<file path="src/rtl/tgl_pkg.sv">
`timescale 1ns / 1ps
// ----------------------------------------------------------------------------
// tgl_pkg
// Shared types, constants and helper functions of the tissue gas loading unit.
// ----------------------------------------------------------------------------
package tgl_pkg;

    localparam int DIV_N = 40;
    localparam int DIV_M = 27;

    localparam logic [1:0] CFG_HALF_LIFE = 2'd0;
    localparam logic [1:0] CFG_COEFF_A   = 2'd1;
    localparam logic [1:0] CFG_COEFF_B   = 2'd2;
    localparam logic [1:0] CFG_VAPOUR    = 2'd3;

    localparam logic [1:0] ST_OK        = 2'd0;
    localparam logic [1:0] ST_UNINIT    = 2'd1;
    localparam logic [1:0] ST_DEN_ZERO  = 2'd2;

    localparam logic REQ_SET    = 1'b0;
    localparam logic REQ_UPDATE = 1'b1;

    typedef struct packed {
        logic load_in;
        logic set_press;
        logic div_start_exp;
        logic exp_cap;
        logic fact;
        logic mul_d;
        logic upd;
        logic tol_mul;
        logic tol_rnd;
        logic den_start;
        logic out_load;
        logic out_uninit;
    } t_cmd;

    typedef struct packed {
        logic req;
        logic press_valid;
        logic div_done;
        logic out_free;
    } t_stat;

    function automatic logic [16:0] f_exp2_tab(input logic [4:0] idx);
        logic [16:0] v;
        case (idx)
            5'd0:    v = 17'd65536;
            5'd1:    v = 17'd62757;
            5'd2:    v = 17'd60097;
            5'd3:    v = 17'd57549;
            5'd4:    v = 17'd55109;
            5'd5:    v = 17'd52773;
            5'd6:    v = 17'd50535;
            5'd7:    v = 17'd48393;
            5'd8:    v = 17'd46341;
            5'd9:    v = 17'd44376;
            5'd10:   v = 17'd42495;
            5'd11:   v = 17'd40693;
            5'd12:   v = 17'd38968;
            5'd13:   v = 17'd37316;
            5'd14:   v = 17'd35734;
            5'd15:   v = 17'd34219;
            5'd16:   v = 17'd32768;
            default: v = 17'd32768;
        endcase
        return v;
    endfunction

    function automatic logic signed [27:0] f_round_q16(input logic signed [43:0] x);
        logic [43:0] mag;
        logic [27:0] r;
        mag = x[43] ? 44'(-x) : 44'(x);
        r   = 28'((mag + 44'd32768) >> 16);
        return x[43] ? $signed(-r) : $signed(r);
    endfunction

endpackage

</file>
<file path="src/rtl/tissue_gas_loading_unit.sv">
`timescale 1ns / 1ps
// ----------------------------------------------------------------------------
// tissue_gas_loading_unit
// One inert-gas tissue compartment with set and constant-pressure update.
// ----------------------------------------------------------------------------
// Input transactions arrive on i_valid/o_ready with the request type, the
// pressure value and the duration. Each one gives exactly one result
// transaction on o_valid/i_ready. Configuration writes use i_cfg_valid,
// o_cfg_ready (always high), i_cfg_index and i_cfg_data; the user must make
// them only while the unit is idle, which the block itself does not enforce.
// One transaction is processed at a time. A set runs the shared radix-2 divider
// once, for the gradient, and an update runs it twice, once for the exponent
// ratio and once for the gradient. An uninitialized update skips the arithmetic
// and goes straight to its final step. The next transaction can be accepted in
// the cycle after the result is loaded. The result sits in an output register,
// so a new transaction is accepted while it waits; a stalled receiver holds the
// result and the next one waits in its final step until the register is free.
// Reset restores the default coefficients and clears the tissue pressure and
// its initialized flag.
// ----------------------------------------------------------------------------
module tissue_gas_loading_unit
    import tgl_pkg::*;
(
    input  logic               i_clk,
    input  logic               i_rst_n,
    input  logic               i_valid,
    output logic               o_ready,
    input  logic               i_req_type,
    input  logic [23:0]        i_pressure_value,
    input  logic [19:0]        i_duration,
    output logic               o_valid,
    input  logic               i_ready,
    output logic [23:0]        o_tissue_pressure,
    output logic signed [23:0] o_surface_tolerance,
    output logic signed [23:0] o_gradient,
    output logic [1:0]         o_status,
    input  logic               i_cfg_valid,
    output logic               o_cfg_ready,
    input  logic [1:0]         i_cfg_index,
    input  logic [23:0]        i_cfg_data
);
    t_cmd  cmd;
    t_stat stat;

    assign o_cfg_ready = 1'b1;

    tgl_controller u_ctrl (
        .i_clk   (i_clk),
        .i_rst_n (i_rst_n),
        .i_valid (i_valid),
        .o_ready (o_ready),
        .i_stat  (stat),
        .o_cmd   (cmd)
    );

    tgl_datapath u_dp (
        .i_clk               (i_clk),
        .i_rst_n             (i_rst_n),
        .i_cmd               (cmd),
        .o_stat              (stat),
        .i_cfg_valid         (i_cfg_valid),
        .i_cfg_index         (i_cfg_index),
        .i_cfg_data          (i_cfg_data),
        .i_req_type          (i_req_type),
        .i_pressure_value    (i_pressure_value),
        .i_duration          (i_duration),
        .i_ready             (i_ready),
        .o_valid             (o_valid),
        .o_tissue_pressure   (o_tissue_pressure),
        .o_surface_tolerance (o_surface_tolerance),
        .o_gradient          (o_gradient),
        .o_status            (o_status)
    );

    a_busy_after_accept: assert property (@(posedge i_clk) disable iff (!i_rst_n)
        i_valid && o_ready |=> !o_ready)
        else $error("Unit accepted a transaction without going busy.");

    a_status_code: assert property (@(posedge i_clk) disable iff (!i_rst_n)
        o_valid |-> o_status != 2'd3)
        else $error("Result carries an undefined status code.");

    a_uninit_zero: assert property (@(posedge i_clk) disable iff (!i_rst_n)
        o_valid && o_status == ST_UNINIT |-> o_tissue_pressure == 24'd0 && o_gradient == 24'sd0)
        else $error("Uninitialized result carries nonzero fields.");

    a_den_zero: assert property (@(posedge i_clk) disable iff (!i_rst_n)
        o_valid && o_status == ST_DEN_ZERO |-> o_gradient == 24'sd0)
        else $error("Zero denominator result carries a nonzero gradient.");
endmodule

</file>
<file path="src/rtl/tgl_divider.sv">
`timescale 1ns / 1ps
// ----------------------------------------------------------------------------
// tgl_divider
// Unsigned restoring divider that produces one quotient bit per cycle.
// ----------------------------------------------------------------------------
module tgl_divider #(
    parameter int N = 40,
    parameter int M = 27
) (
    input  logic         i_clk,
    input  logic         i_rst_n,
    input  logic         i_start,
    input  logic [N-1:0] i_dividend,
    input  logic [M-1:0] i_divisor,
    output logic         o_done,
    output logic [N-1:0] o_quotient
);
    localparam int CW = $clog2(N + 1);

    logic [M:0]   r_rem;
    logic [N-1:0] r_quo;
    logic [M-1:0] r_dvs;
    logic [CW-1:0] r_cnt;
    logic         r_busy;
    logic         r_done;
    logic [M:0]   shifted;
    logic         ge;

    assign shifted = {r_rem[M-1:0], r_quo[N-1]};
    assign ge      = shifted >= {1'b0, r_dvs};

    always_ff @(posedge i_clk) begin
        if (!i_rst_n) begin
            r_busy <= 1'b0;
            r_done <= 1'b0;
            r_cnt  <= '0;
        end else begin
            r_done <= 1'b0;
            if (i_start) begin
                r_busy <= 1'b1;
                r_cnt  <= CW'(N);
            end else if (r_busy) begin
                r_cnt <= r_cnt - 1'b1;
                if (r_cnt == CW'(1)) begin
                    r_busy <= 1'b0;
                    r_done <= 1'b1;
                end
            end
        end
    end

    always_ff @(posedge i_clk) begin
        if (i_start) begin
            r_rem <= '0;
            r_quo <= i_dividend;
            r_dvs <= i_divisor;
        end else if (r_busy) begin
            r_rem <= ge ? (shifted - {1'b0, r_dvs}) : shifted;
            r_quo <= {r_quo[N-2:0], ge};
        end
    end

    assign o_done     = r_done;
    assign o_quotient = r_quo;
endmodule

</file>
<file path="src/rtl/tgl_datapath.sv">
`timescale 1ns / 1ps
// ----------------------------------------------------------------------------
// tgl_datapath
// Registers, arithmetic steps and result register of the tissue compartment.
// ----------------------------------------------------------------------------
module tgl_datapath
    import tgl_pkg::*;
(
    input  logic               i_clk,
    input  logic               i_rst_n,
    input  t_cmd               i_cmd,
    output t_stat              o_stat,
    input  logic               i_cfg_valid,
    input  logic [1:0]         i_cfg_index,
    input  logic [23:0]        i_cfg_data,
    input  logic               i_req_type,
    input  logic [23:0]        i_pressure_value,
    input  logic [19:0]        i_duration,
    input  logic               i_ready,
    output logic               o_valid,
    output logic [23:0]        o_tissue_pressure,
    output logic signed [23:0] o_surface_tolerance,
    output logic signed [23:0] o_gradient,
    output logic [1:0]         o_status
);
    logic [19:0] r_half_life;
    logic [23:0] r_coeff_a;
    logic [15:0] r_coeff_b;
    logic [15:0] r_vapour;
    logic [23:0] r_press;
    logic        r_press_valid;

    logic        r_req;
    logic [23:0] r_pv;
    logic [19:0] r_dur;

    logic [23:0] r_interp;
    logic [4:0]  r_idx;
    logic [4:0]  r_n;
    logic        r_shift_zero;
    logic [16:0] r_f;
    logic signed [25:0] r_diff;
    logic signed [43:0] r_prod;
    logic signed [25:0] r_tol;
    logic        r_neg;
    logic        r_den_zero;

    logic        r_out_valid;
    logic [23:0] r_o_press;
    logic signed [23:0] r_o_tol;
    logic signed [23:0] r_o_grad;
    logic [1:0]  r_o_status;

    logic             div_start;
    logic [DIV_N-1:0] div_dividend;
    logic [DIV_M-1:0] div_divisor;
    logic             div_done;
    logic [DIV_N-1:0] div_q;

    logic [11:0] dtab;
    logic [16:0] v_interp;
    logic [16:0] v_shift;
    logic signed [26:0] p_sum;
    logic signed [24:0] p_minus_a;
    logic signed [41:0] tol_prod;
    logic signed [24:0] num;
    logic signed [26:0] den;
    logic [23:0] num_mag;
    logic [26:0] den_mag;
    logic signed [23:0] grad_sat;
    logic signed [23:0] tol_sat;

    assign dtab = 12'(f_exp2_tab({1'b0, div_q[15:12]}) - f_exp2_tab({1'b0, div_q[15:12]} + 5'd1));
    assign v_interp = f_exp2_tab(r_idx) - 17'((25'(r_interp) + 25'd2048) >> 12);
    assign v_shift  = r_shift_zero ? 17'd0 : (v_interp >> r_n);
    assign p_sum    = $signed({3'b0, r_press}) + 27'(f_round_q16(r_prod));
    assign p_minus_a = $signed({1'b0, r_press}) - $signed({1'b0, r_coeff_a});
    assign tol_prod = p_minus_a * $signed({1'b0, r_coeff_b});
    assign num      = $signed({1'b0, r_press}) - $signed({1'b0, r_pv});
    assign den      = $signed({3'b0, r_press}) - 27'(r_tol);
    assign num_mag  = num[24] ? 24'(-num) : 24'(num);
    assign den_mag  = den[26] ? 27'(-den) : 27'(den);

    assign div_start    = i_cmd.div_start_exp | i_cmd.den_start;
    assign div_dividend = i_cmd.den_start ? {num_mag, 16'd0} : {4'd0, r_dur, 16'd0};
    assign div_divisor  = i_cmd.den_start ? den_mag :
                          {7'd0, (r_half_life == 20'd0) ? 20'd1 : r_half_life};

    tgl_divider #(.N(DIV_N), .M(DIV_M)) u_div (
        .i_clk      (i_clk),
        .i_rst_n    (i_rst_n),
        .i_start    (div_start),
        .i_dividend (div_dividend),
        .i_divisor  (div_divisor),
        .o_done     (div_done),
        .o_quotient (div_q)
    );

    always_comb begin
        if (r_neg) begin
            grad_sat = (div_q > DIV_N'(8388608)) ? -24'sd8388608 : $signed(24'(-div_q));
        end else begin
            grad_sat = (div_q > DIV_N'(8388607)) ? 24'sd8388607 : $signed(div_q[23:0]);
        end
        if (r_tol > 26'sd8388607) begin
            tol_sat = 24'sd8388607;
        end else if (r_tol < -26'sd8388608) begin
            tol_sat = -24'sd8388608;
        end else begin
            tol_sat = r_tol[23:0];
        end
    end

    always_ff @(posedge i_clk) begin
        if (!i_rst_n) begin
            r_half_life   <= 20'd4096;
            r_coeff_a     <= 24'd82570;
            r_coeff_b     <= 16'd33096;
            r_vapour      <= 16'd4109;
            r_press       <= '0;
            r_press_valid <= 1'b0;
            r_out_valid   <= 1'b0;
        end else begin
            if (i_cfg_valid) begin
                case (i_cfg_index)
                    CFG_HALF_LIFE: r_half_life <= i_cfg_data[19:0];
                    CFG_COEFF_A:   r_coeff_a   <= i_cfg_data;
                    CFG_COEFF_B:   r_coeff_b   <= i_cfg_data[15:0];
                    CFG_VAPOUR:    r_vapour    <= i_cfg_data[15:0];
                    default:       r_vapour    <= r_vapour;
                endcase
            end
            if (i_cmd.set_press) begin
                r_press       <= r_pv;
                r_press_valid <= 1'b1;
            end else if (i_cmd.upd) begin
                if (p_sum < 27'sd0) begin
                    r_press <= '0;
                end else if (p_sum > 27'sd16777215) begin
                    r_press <= 24'hFFFFFF;
                end else begin
                    r_press <= p_sum[23:0];
                end
            end
            if (i_cmd.out_load) begin
                r_out_valid <= 1'b1;
            end else if (i_ready) begin
                r_out_valid <= 1'b0;
            end
        end
    end

    always_ff @(posedge i_clk) begin
        if (i_cmd.load_in) begin
            r_req <= i_req_type;
            r_pv  <= i_pressure_value;
            r_dur <= i_duration;
        end
        if (i_cmd.exp_cap) begin
            r_interp     <= 24'(dtab * div_q[11:0]);
            r_idx        <= {1'b0, div_q[15:12]};
            r_n          <= div_q[20:16];
            r_shift_zero <= div_q[DIV_N-1:16] >= 24'd17;
        end
        if (i_cmd.fact) begin
            r_f    <= 17'd65536 - v_shift;
            r_diff <= $signed({2'b0, r_pv}) - $signed({10'b0, r_vapour})
                      - $signed({2'b0, r_press});
        end
        if (i_cmd.mul_d) begin
            r_prod <= r_diff * $signed({1'b0, r_f});
        end else if (i_cmd.tol_mul) begin
            r_prod <= 44'(tol_prod);
        end
        if (i_cmd.tol_rnd) begin
            r_tol <= 26'(f_round_q16(r_prod));
        end
        if (i_cmd.den_start) begin
            r_neg      <= num[24] ^ den[26];
            r_den_zero <= den == 27'sd0;
        end
        if (i_cmd.out_load) begin
            if (i_cmd.out_uninit) begin
                r_o_press  <= '0;
                r_o_tol    <= '0;
                r_o_grad   <= '0;
                r_o_status <= ST_UNINIT;
            end else begin
                r_o_press  <= r_press;
                r_o_tol    <= tol_sat;
                r_o_grad   <= r_den_zero ? 24'sd0 : grad_sat;
                r_o_status <= r_den_zero ? ST_DEN_ZERO : ST_OK;
            end
        end
    end

    assign o_stat.req         = r_req;
    assign o_stat.press_valid = r_press_valid;
    assign o_stat.div_done    = div_done;
    assign o_stat.out_free    = !r_out_valid || i_ready;

    assign o_valid             = r_out_valid;
    assign o_tissue_pressure   = r_o_press;
    assign o_surface_tolerance = r_o_tol;
    assign o_gradient          = r_o_grad;
    assign o_status            = r_o_status;
endmodule

</file>
<file path="src/rtl/tgl_controller.sv">
`timescale 1ns / 1ps
// ----------------------------------------------------------------------------
// tgl_controller
// Sequencer that steps the datapath through one transaction at a time.
// ----------------------------------------------------------------------------
module tgl_controller
    import tgl_pkg::*;
(
    input  logic  i_clk,
    input  logic  i_rst_n,
    input  logic  i_valid,
    output logic  o_ready,
    input  t_stat i_stat,
    output t_cmd  o_cmd
);
    typedef enum logic [3:0] {
        S_IDLE, S_DECODE, S_DIV_R, S_EXP, S_FACT, S_MUL_D, S_UPD,
        S_TOL_MUL, S_TOL_RND, S_DEN, S_DIV_G, S_FINISH, S_FIN_UNINIT
    } t_state;

    t_state r_state;
    t_state n_state;

    always_comb begin
        o_cmd   = '0;
        n_state = r_state;
        o_ready = r_state == S_IDLE;
        case (r_state)
            S_IDLE: begin
                if (i_valid) begin
                    o_cmd.load_in = 1'b1;
                    n_state = S_DECODE;
                end
            end
            S_DECODE: begin
                if (i_stat.req == REQ_SET) begin
                    o_cmd.set_press = 1'b1;
                    n_state = S_TOL_MUL;
                end else if (!i_stat.press_valid) begin
                    n_state = S_FIN_UNINIT;
                end else begin
                    o_cmd.div_start_exp = 1'b1;
                    n_state = S_DIV_R;
                end
            end
            S_DIV_R:   if (i_stat.div_done) n_state = S_EXP;
            S_EXP: begin
                o_cmd.exp_cap = 1'b1;
                n_state = S_FACT;
            end
            S_FACT: begin
                o_cmd.fact = 1'b1;
                n_state = S_MUL_D;
            end
            S_MUL_D: begin
                o_cmd.mul_d = 1'b1;
                n_state = S_UPD;
            end
            S_UPD: begin
                o_cmd.upd = 1'b1;
                n_state = S_TOL_MUL;
            end
            S_TOL_MUL: begin
                o_cmd.tol_mul = 1'b1;
                n_state = S_TOL_RND;
            end
            S_TOL_RND: begin
                o_cmd.tol_rnd = 1'b1;
                n_state = S_DEN;
            end
            S_DEN: begin
                o_cmd.den_start = 1'b1;
                n_state = S_DIV_G;
            end
            S_DIV_G:   if (i_stat.div_done) n_state = S_FINISH;
            S_FINISH: begin
                if (i_stat.out_free) begin
                    o_cmd.out_load = 1'b1;
                    n_state = S_IDLE;
                end
            end
            S_FIN_UNINIT: begin
                if (i_stat.out_free) begin
                    o_cmd.out_load   = 1'b1;
                    o_cmd.out_uninit = 1'b1;
                    n_state = S_IDLE;
                end
            end
            default: n_state = S_IDLE;
        endcase
    end

    always_ff @(posedge i_clk) begin
        if (!i_rst_n) begin
            r_state <= S_IDLE;
        end else begin
            r_state <= n_state;
        end
    end
endmodule

</file>
<file path="config.mk">
export PLATFORM = sky130hd
export DESIGN_NAME = tissue_gas_loading_unit
export DESIGN_NICKNAME = d
export VERILOG_FILES = /design/src/rtl/tgl_pkg.sv /design/src/rtl/tissue_gas_loading_unit.sv /design/src/rtl/tgl_divider.sv /design/src/rtl/tgl_datapath.sv /design/src/rtl/tgl_controller.sv
export SDC_FILE = /design/constraint.sdc
export NUM_CORES = 2
export LEC_CHECK = 0
export ABC_AREA = 1
export ABC_CLOCK_PERIOD_IN_PS = 16550
export BUFFER_PORTS_ARGS = -buffer_cell sky130_fd_sc_hd__buf_4
export CAP_MARGIN = 20
export CORE_MARGIN = 4
export CORE_UTILIZATION = 30
export DETAILED_ROUTE_END_ITERATION = 16
export GPL_TIMING_DRIVEN = 0
export RECOVER_POWER = 50
export SKIP_LAST_GASP = 1
export SLEW_MARGIN = 20
export SYNTH_ARGS = -nofsm -noshare
export SYNTH_HDL_FRONTEND = slang
export SYNTH_SLANG_ARGS = --single-unit
</file>
<file path="constraint.sdc">
create_clock -name i_clk -period 16.55 [get_ports i_clk]
set_input_delay 0.8275 -clock i_clk [delete_from_list [all_inputs] [get_ports i_clk]]
set_output_delay 0.8275 -clock i_clk [all_outputs]
set_load 0.03 [all_outputs]
</file>
Yosys cells after proc, flatten, opt, wreduce, memory -nomap -nowiden
Memory sizes are Yosys's and may differ from the RTL's. A register that Yosys moved wholly into a read port is not among the register bits.
Cells that the tools add are included.
{ "classes": {"add_sub_neg": 19, "mul": 3, "n_div": 0, "n_lt_le_gt_ge": 8, "eq_ne": 20, "n_shift": 1, "n_mux": 57, "bitwise": 4, "reduce_logical": 21} }
{ "ops": {"columns": ["cell", "count"], "rows": [
  ["24-bit 2-to-1 mux", 9],
  ["40-bit 2-to-1 mux", 3],
  ["44-bit 2-to-1 mux", 2],
  ["27-bit 2-to-1 mux", 2],
  ["27-bit negation", 2],
  ["24-bit by 24-bit subtractor with 25-bit output", 2],
  ["24-bit negation", 2],
  ["4-bit case mux with 12 select lines", 1],
  ["26-bit by 18-bit multiplier with 44-bit output", 1],
  ["43-bit by 16-bit adder with 43-bit output, second input constant", 1],
  ["43-bit 2-to-1 mux", 1],
  ["43-bit negation", 1],
  ["25-bit by 17-bit multiplier with 42-bit output", 1],
  ["40-bit by 23-bit greater-than comparator with 1-bit output, second input constant", 1],
  ["40-bit by 24-bit greater-than comparator with 1-bit output, second input constant", 1],
  ["20-bit 2-to-1 mux", 2],
  ["28-bit by 27-bit greater-or-equal comparator with 1-bit output", 1],
  ["4-bit 2-to-1 mux", 7],
  ["25-bit by 27-bit adder with 27-bit output", 1],
  ["27-bit by 25-bit greater-than comparator with 1-bit output, second input constant", 1],
  ["27-bit logical NOT", 1],
  ["27-bit by 1-bit < comparator with 1-bit output, second input constant", 1],
  ["25-bit by 26-bit subtractor with 27-bit output", 1],
  ["27-bit subtractor", 1],
  ["other kinds (43)", 87]
]} }
{ "totals": {"reg_bits": 476, "latchBits": 0, "ramBits": 0, "mem_bits_ro": 1360, "input_bits": 76, "out_inout_bits": 77, "wordCells": 171, "memories": 3} }
{ "mem_list": {"columns": ["memory", "depth", "width", "read_ports", "rd_ports_with_merged_regs", "write_ports", "line_no", "text"], "rows": [
  ["(no name shown)", 32, 17, 1, 1, 0, "tgl_pkg.sv:47", "case (idx)"],
  ["(no name shown)", 32, 17, 1, 0, 0, "tgl_pkg.sv:47", null],
  ["(no name shown)", 16, 17, 1, 1, 0, "tgl_pkg.sv:47", null]
]} }

Depth between registers and ports, before layout
{ "depth": {"word_depth": 11, "mapped_depth": 47, "mapped_depth_nobuf": 46} }

By module
Synthesis repeated with hierarchy kept, for this count alone.
{ "hier_totals": {"hier_cells": 8830, "hier_area_um2": 68264.2} }
{ "modules_own_cells": {"columns": ["mod", "n_inst", "cells_per_inst", "area_per_inst_um2"], "rows": [
  ["tgl_datapath", 1, 7846, 61423.9],
  ["tgl_divider", 1, 905, 6419.9],
  ["tgl_controller", 1, 77, 409.1],
  ["tissue_gas_loading_unit", 1, 2, 11.3]
]} }

Worst setup path before layout
No wires, ideal clock.
{ "synth_timing": {"path_type": "register to register", "start": "register u_dp.r_press[1]", "end": "register u_dp.r_prod[36], data pin", "setup_time_ps": 254, "t_arrival_ps": 8506, "required_time_ps": 16296, "slack_ps": 7790, "path_stages_with_launch": 47, "n_path_buf": 1, "period_less_slack_ps": 8760, "cell_sequence": "dfxtp_1 > inv_1 > fa_1 > o21ai_0 > a21oi_1 > o21bai_1 > a21oi_1 > o21ai_0 > nand2_1 > nand2_1 > a21oi_1 > o21ai_0 > a21oi_1 > inv_1 > or2_2 > nand2_1 > inv_1 > clkbuf_1 > (+11 left out) > inv_1 > ha_1 > a21oi_1 > o21ai_0 > a21oi_1 > nand2_1 > a21oi_1 > o21ai_0 > a21oi_1 > inv_1 > a21oi_1 > o21ai_0 > a21o_1 > nand4_1 > nand2_1 > or2_2 > nand3_1 > nand2_1"} }
{ "synth_between": {"elab_chain_len": 4} }
{ "synth_rtl": {"columns": ["element", "line_no", "text"], "rows": [
  ["start: declaration", "tgl_datapath.sv:30", "logic [23:0] r_press;"],
  ["start signal: assignment", "tgl_datapath.sv:134", "r_press <= r_pv;"],
  ["start signal: assignment", "tgl_datapath.sv:142", "r_press <= p_sum[23:0];"],
  ["24-bit by 24-bit subtractor with 25-bit output", "tgl_datapath.sv:77", "assign p_minus_a = $signed({1'b0, r_press}) - $signed({1'b0, r_coeff_a});"],
  ["25-bit by 17-bit multiplier with 42-bit output", "tgl_datapath.sv:78", "assign tol_prod = p_minus_a * $signed({1'b0, r_coeff_b});"],
  ["44-bit 2-to-1 mux", "tgl_datapath.sv:172", "end else if (i_cmd.tol_mul) begin"],
  ["44-bit 2-to-1 mux", "tgl_datapath.sv:170", "if (i_cmd.mul_d) begin"],
  ["end signal: assignment", "tgl_datapath.sv:171", "r_prod <= r_diff * $signed({1'b0, r_f});"],
  ["end signal: assignment", "tgl_datapath.sv:173", "r_prod <= 44'(tol_prod);"],
  ["end: declaration", "tgl_datapath.sv:43", "logic signed [43:0] r_prod;"]
]} }
Every way passes these cells. The select of a mux whose other input is x is not followed.
A chain may end at the register's enable or synchronous reset.

Final worst setup path
{ "layout_timing": {"start": "register u_dp.r_press[1]", "end": "register u_dp.r_prod[34], data pin"} }
The elaborated chain is that of the path after synthesis.

==> run summary <==
status = complete, but fails checks
failing checks = capacitance limit, slew limit
# diodes = 0
root buffer cell = clkbuf_16
Crit-path slowest cell = dfxtp_1
met3 routed WL = 15500 um
hold_buf cts = 0
unrepaired setup endpoints after global routing = no
Final Critical Period = 11.57 ns
Buffers on Ports = 151
Final period util = 69.9%
HP Class = in2reg
vias in the first global route = 57310
critical path arrival = 11.97 ns
Post-synth EDFFs = 324
Die Span Y = 483 um
CP startpoint kind = flip-flop
share of cells above drive strength 1 = 4.52%
Critical Path Fanout Max = 10
TritonCTS clock tree = built
Yosys reg bits = 494
Setup crit end kind = flip-flop
YS warnings = 0
largest net degree at the start of global routing = 43
post-CTS sizing = 0
Util after Layout = 33.1%
clock skew = 0.0313 ns
Mapped Avg Cell Area = 7.88 um^2
grt ovf = 0
Syn-to-layout area delta = 9.81%
Die W = 483 um
Top FF cell, synth = edfxtp_1
Die Footprint = 233000 um^2
Critical Path RT = 16.95 ns
starting density of the core = 30.1%
Worst-path clk slew = 0.07 ns
WL/cell = 17.9 um
DR top layer = met4
Num CTS Buffers = 55
Clock Latency Late Sink = 0.67 ns
Slew @ Worst Pin = 2.14 ns
setup TNS = 0 ns
drt total wl = 212000 um
first-pass GRT wire length = 332000 um
gate count after technology mapping = 8588
max-cap viol count = 5
Ports = 153
Synthesized Nets = 10076
final hold viol count = 0
maximum clock insertion buffer count = 3
gr usage total = 17.9%
DRT antenna net count = 0
post-CTS setup buffer count = 0
H-Tree Depth = 2
Routed met1 length = 96200 um
placed wire-length estimate = 179000 um
nets = 10297
critical path type = reg2reg
via/cell ratio = 4.79
post-synthesis sequential area ratio = 19.4%
count of pins over their slew limit = 112
Synth async-reset ratio = 0%
cell mode on critical path = inv_1
fmax = 0.0864 GHz
Hold Slack = 0.367 ns
DR vias = 56721
DR WL met2 = 94800 um
Final Setup Violations = 0
# DRC = 0
Placer Congestion = 0.969
initial antenna violation count = 5
drt first pass iters = 8
Core ar. = 225000 um^2
Netlist cell types = 66
max incr delay on CP = 0.84 ns
DR iter-0 viols = 4551
CTS sink count = 494
relative slew slack = -43.2%
synthesized cell area = 67700 um^2
Cell Rows = 174
-- layout by cell type, fill, tap and decap left out, types with 9 or more instances in the layout --
cell type and n:
inv_1 1920, nand2_1 1853, fa_1 930, nor2_1 573, ha_1 482, a21oi_1 457, o21ai_0 419, clkbuf_1 365
edfxtp_1 324, nand3_1 257, xor2_1 179, dfxtp_1 170, xnor2_1 96, or2_2 68, clkbuf_16 60, nand2_2 55
nor3_1 51, nand4_1 50, o211ai_1 42, o22ai_1 40, clkbuf_4 35, buf_4 33, a31oi_1 28, clkinv_1 27
nor2_2 22, o21bai_1 20, a21oi_2 20, nor4_1 17, o31ai_1 16, a21o_1 16, o21a_1 16, o221ai_1 15
clkinv_2 15, nand3b_1 14, nor2_4 14, o21ai_1 13, a21boi_0 13, nand3_2 11, a211oi_1 9
-- area by class of cell --
class	count	area, um^2
buffer	283	1100
clock buffer	66	1550
clock inverter	37	424
fill	23911	150000
inverter	1954	7340
multi-input combinational	5857	46100
sequential	494	13100
tap	2992	3740
timing repair buffer	164	908
-- layer usage --
layer | GRT usage, % | vias up
li1 | - | 26846
met1 | 25.5 | 27749
met2 | 28.6 | 1874
met3 | 2.72 | 252
met4 | 4.42 | 0
met5 | 0 | -
-- final timing paths --
kind	start	endpoint	slack (ns)	depth (start not counted)
max	u_dp.r_press[1]	u_dp.r_prod[34]	4.98	46
min	i_pressure_value[10]	u_dp.r_pv[10]	0.37	1
max reg2reg	u_dp.r_press[1]	u_dp.r_prod[34]	4.98	46
min reg2reg	u_dp.r_coeff_a[13]	u_dp.r_coeff_a[13]	0.46	2
-- cells by family after synthesis --
group                      after synthesis  share of synthesized area [%]
AOI/OAI and AO/OA                     1158                           9.59
DFF                                    494                           19.4
muxes                                    2                         0.0296
and+or+nand+nor                       3007                           18.5
xor gates and xnor gates               276                           3.58
adders and majority gates             1412                           36.4
buffers and inverters                 2237                           12.5
other                                    2                         0.0111
-- metrics by stage --
step,setup WS [ns],cells,area [um^2]
finish,4.98,11847,74300
global placement,5.28,11731,72600
CTS,5.20,11847,74800
floorplan,7.79,8588,67700
global route,4.36,11847,74300
detailed placement,5.22,11744,72800
-- cell usage after synthesis, types with 7 or more instances --
cell type / number / area [um^2]
nand3b_1: 14 / 105
dfxtp_1: 170 / 3400
a21oi_1: 457 / 2290
nand3_1: 257 / 1290
clkinv_1: 28 / 105
xor2_1: 179 / 1570
xnor2_1: 96 / 841
o31ai_1: 16 / 120
o221ai_1: 15 / 131
ha_1: 482 / 6030
or2_2: 68 / 425
inv_1: 1919 / 7200
o21bai_1: 20 / 150
o21ai_0: 419 / 2100
a21oi_2: 20 / 175
clkbuf_1: 267 / 1000
a31oi_1: 28 / 175
o211ai_1: 42 / 315
nand2_1: 1853 / 6960
a211oi_1: 9 / 67.6
inv_2: 7 / 26.3
nor2_4: 13 / 146
and2_1: 8 / 50.1
nor3_1: 51 / 255
fa_1: 930 / 18600
nand4_1: 50 / 313
o22ai_1: 40 / 250
nor2_2: 23 / 144
edfxtp_1: 324 / 9730
a21o_1: 16 / 120
a21boi_0: 13 / 97.6
o21ai_1: 13 / 65.1
nand3_2: 11 / 110
nand2_2: 55 / 344
nor2_1: 573 / 2150
nor4_1: 17 / 106
o21a_1: 16 / 120
-- critical path: cells and delay by family (launching register included) --
kind | cells | cell delay (ns)
adders and majority gates | 8 | 4.05
AOI/OAI and AO/OA | 16 | 3.17
buffers and inverters | 10 | 1.66
and+or+nand+nor | 12 | 1.58
DFF | 1 | 0.84
-- state kept, by name (all words and copies together) (netlist names), 26 cells and up, named ones only --
| name | flops |
|---|---|
| u_dp.u_div.r_rem | 27 |
| u_dp.u_div.r_dvs | 27 |
| u_dp.r_diff | 26 |
| u_dp.r_tol | 26 |
| u_dp.r_prod | 44 |
| u_dp.u_div.o_quotient | 40 |
Power is not shown: default switching activity piles up to over one toggle a cycle in this logic, so the estimate is an artifact.
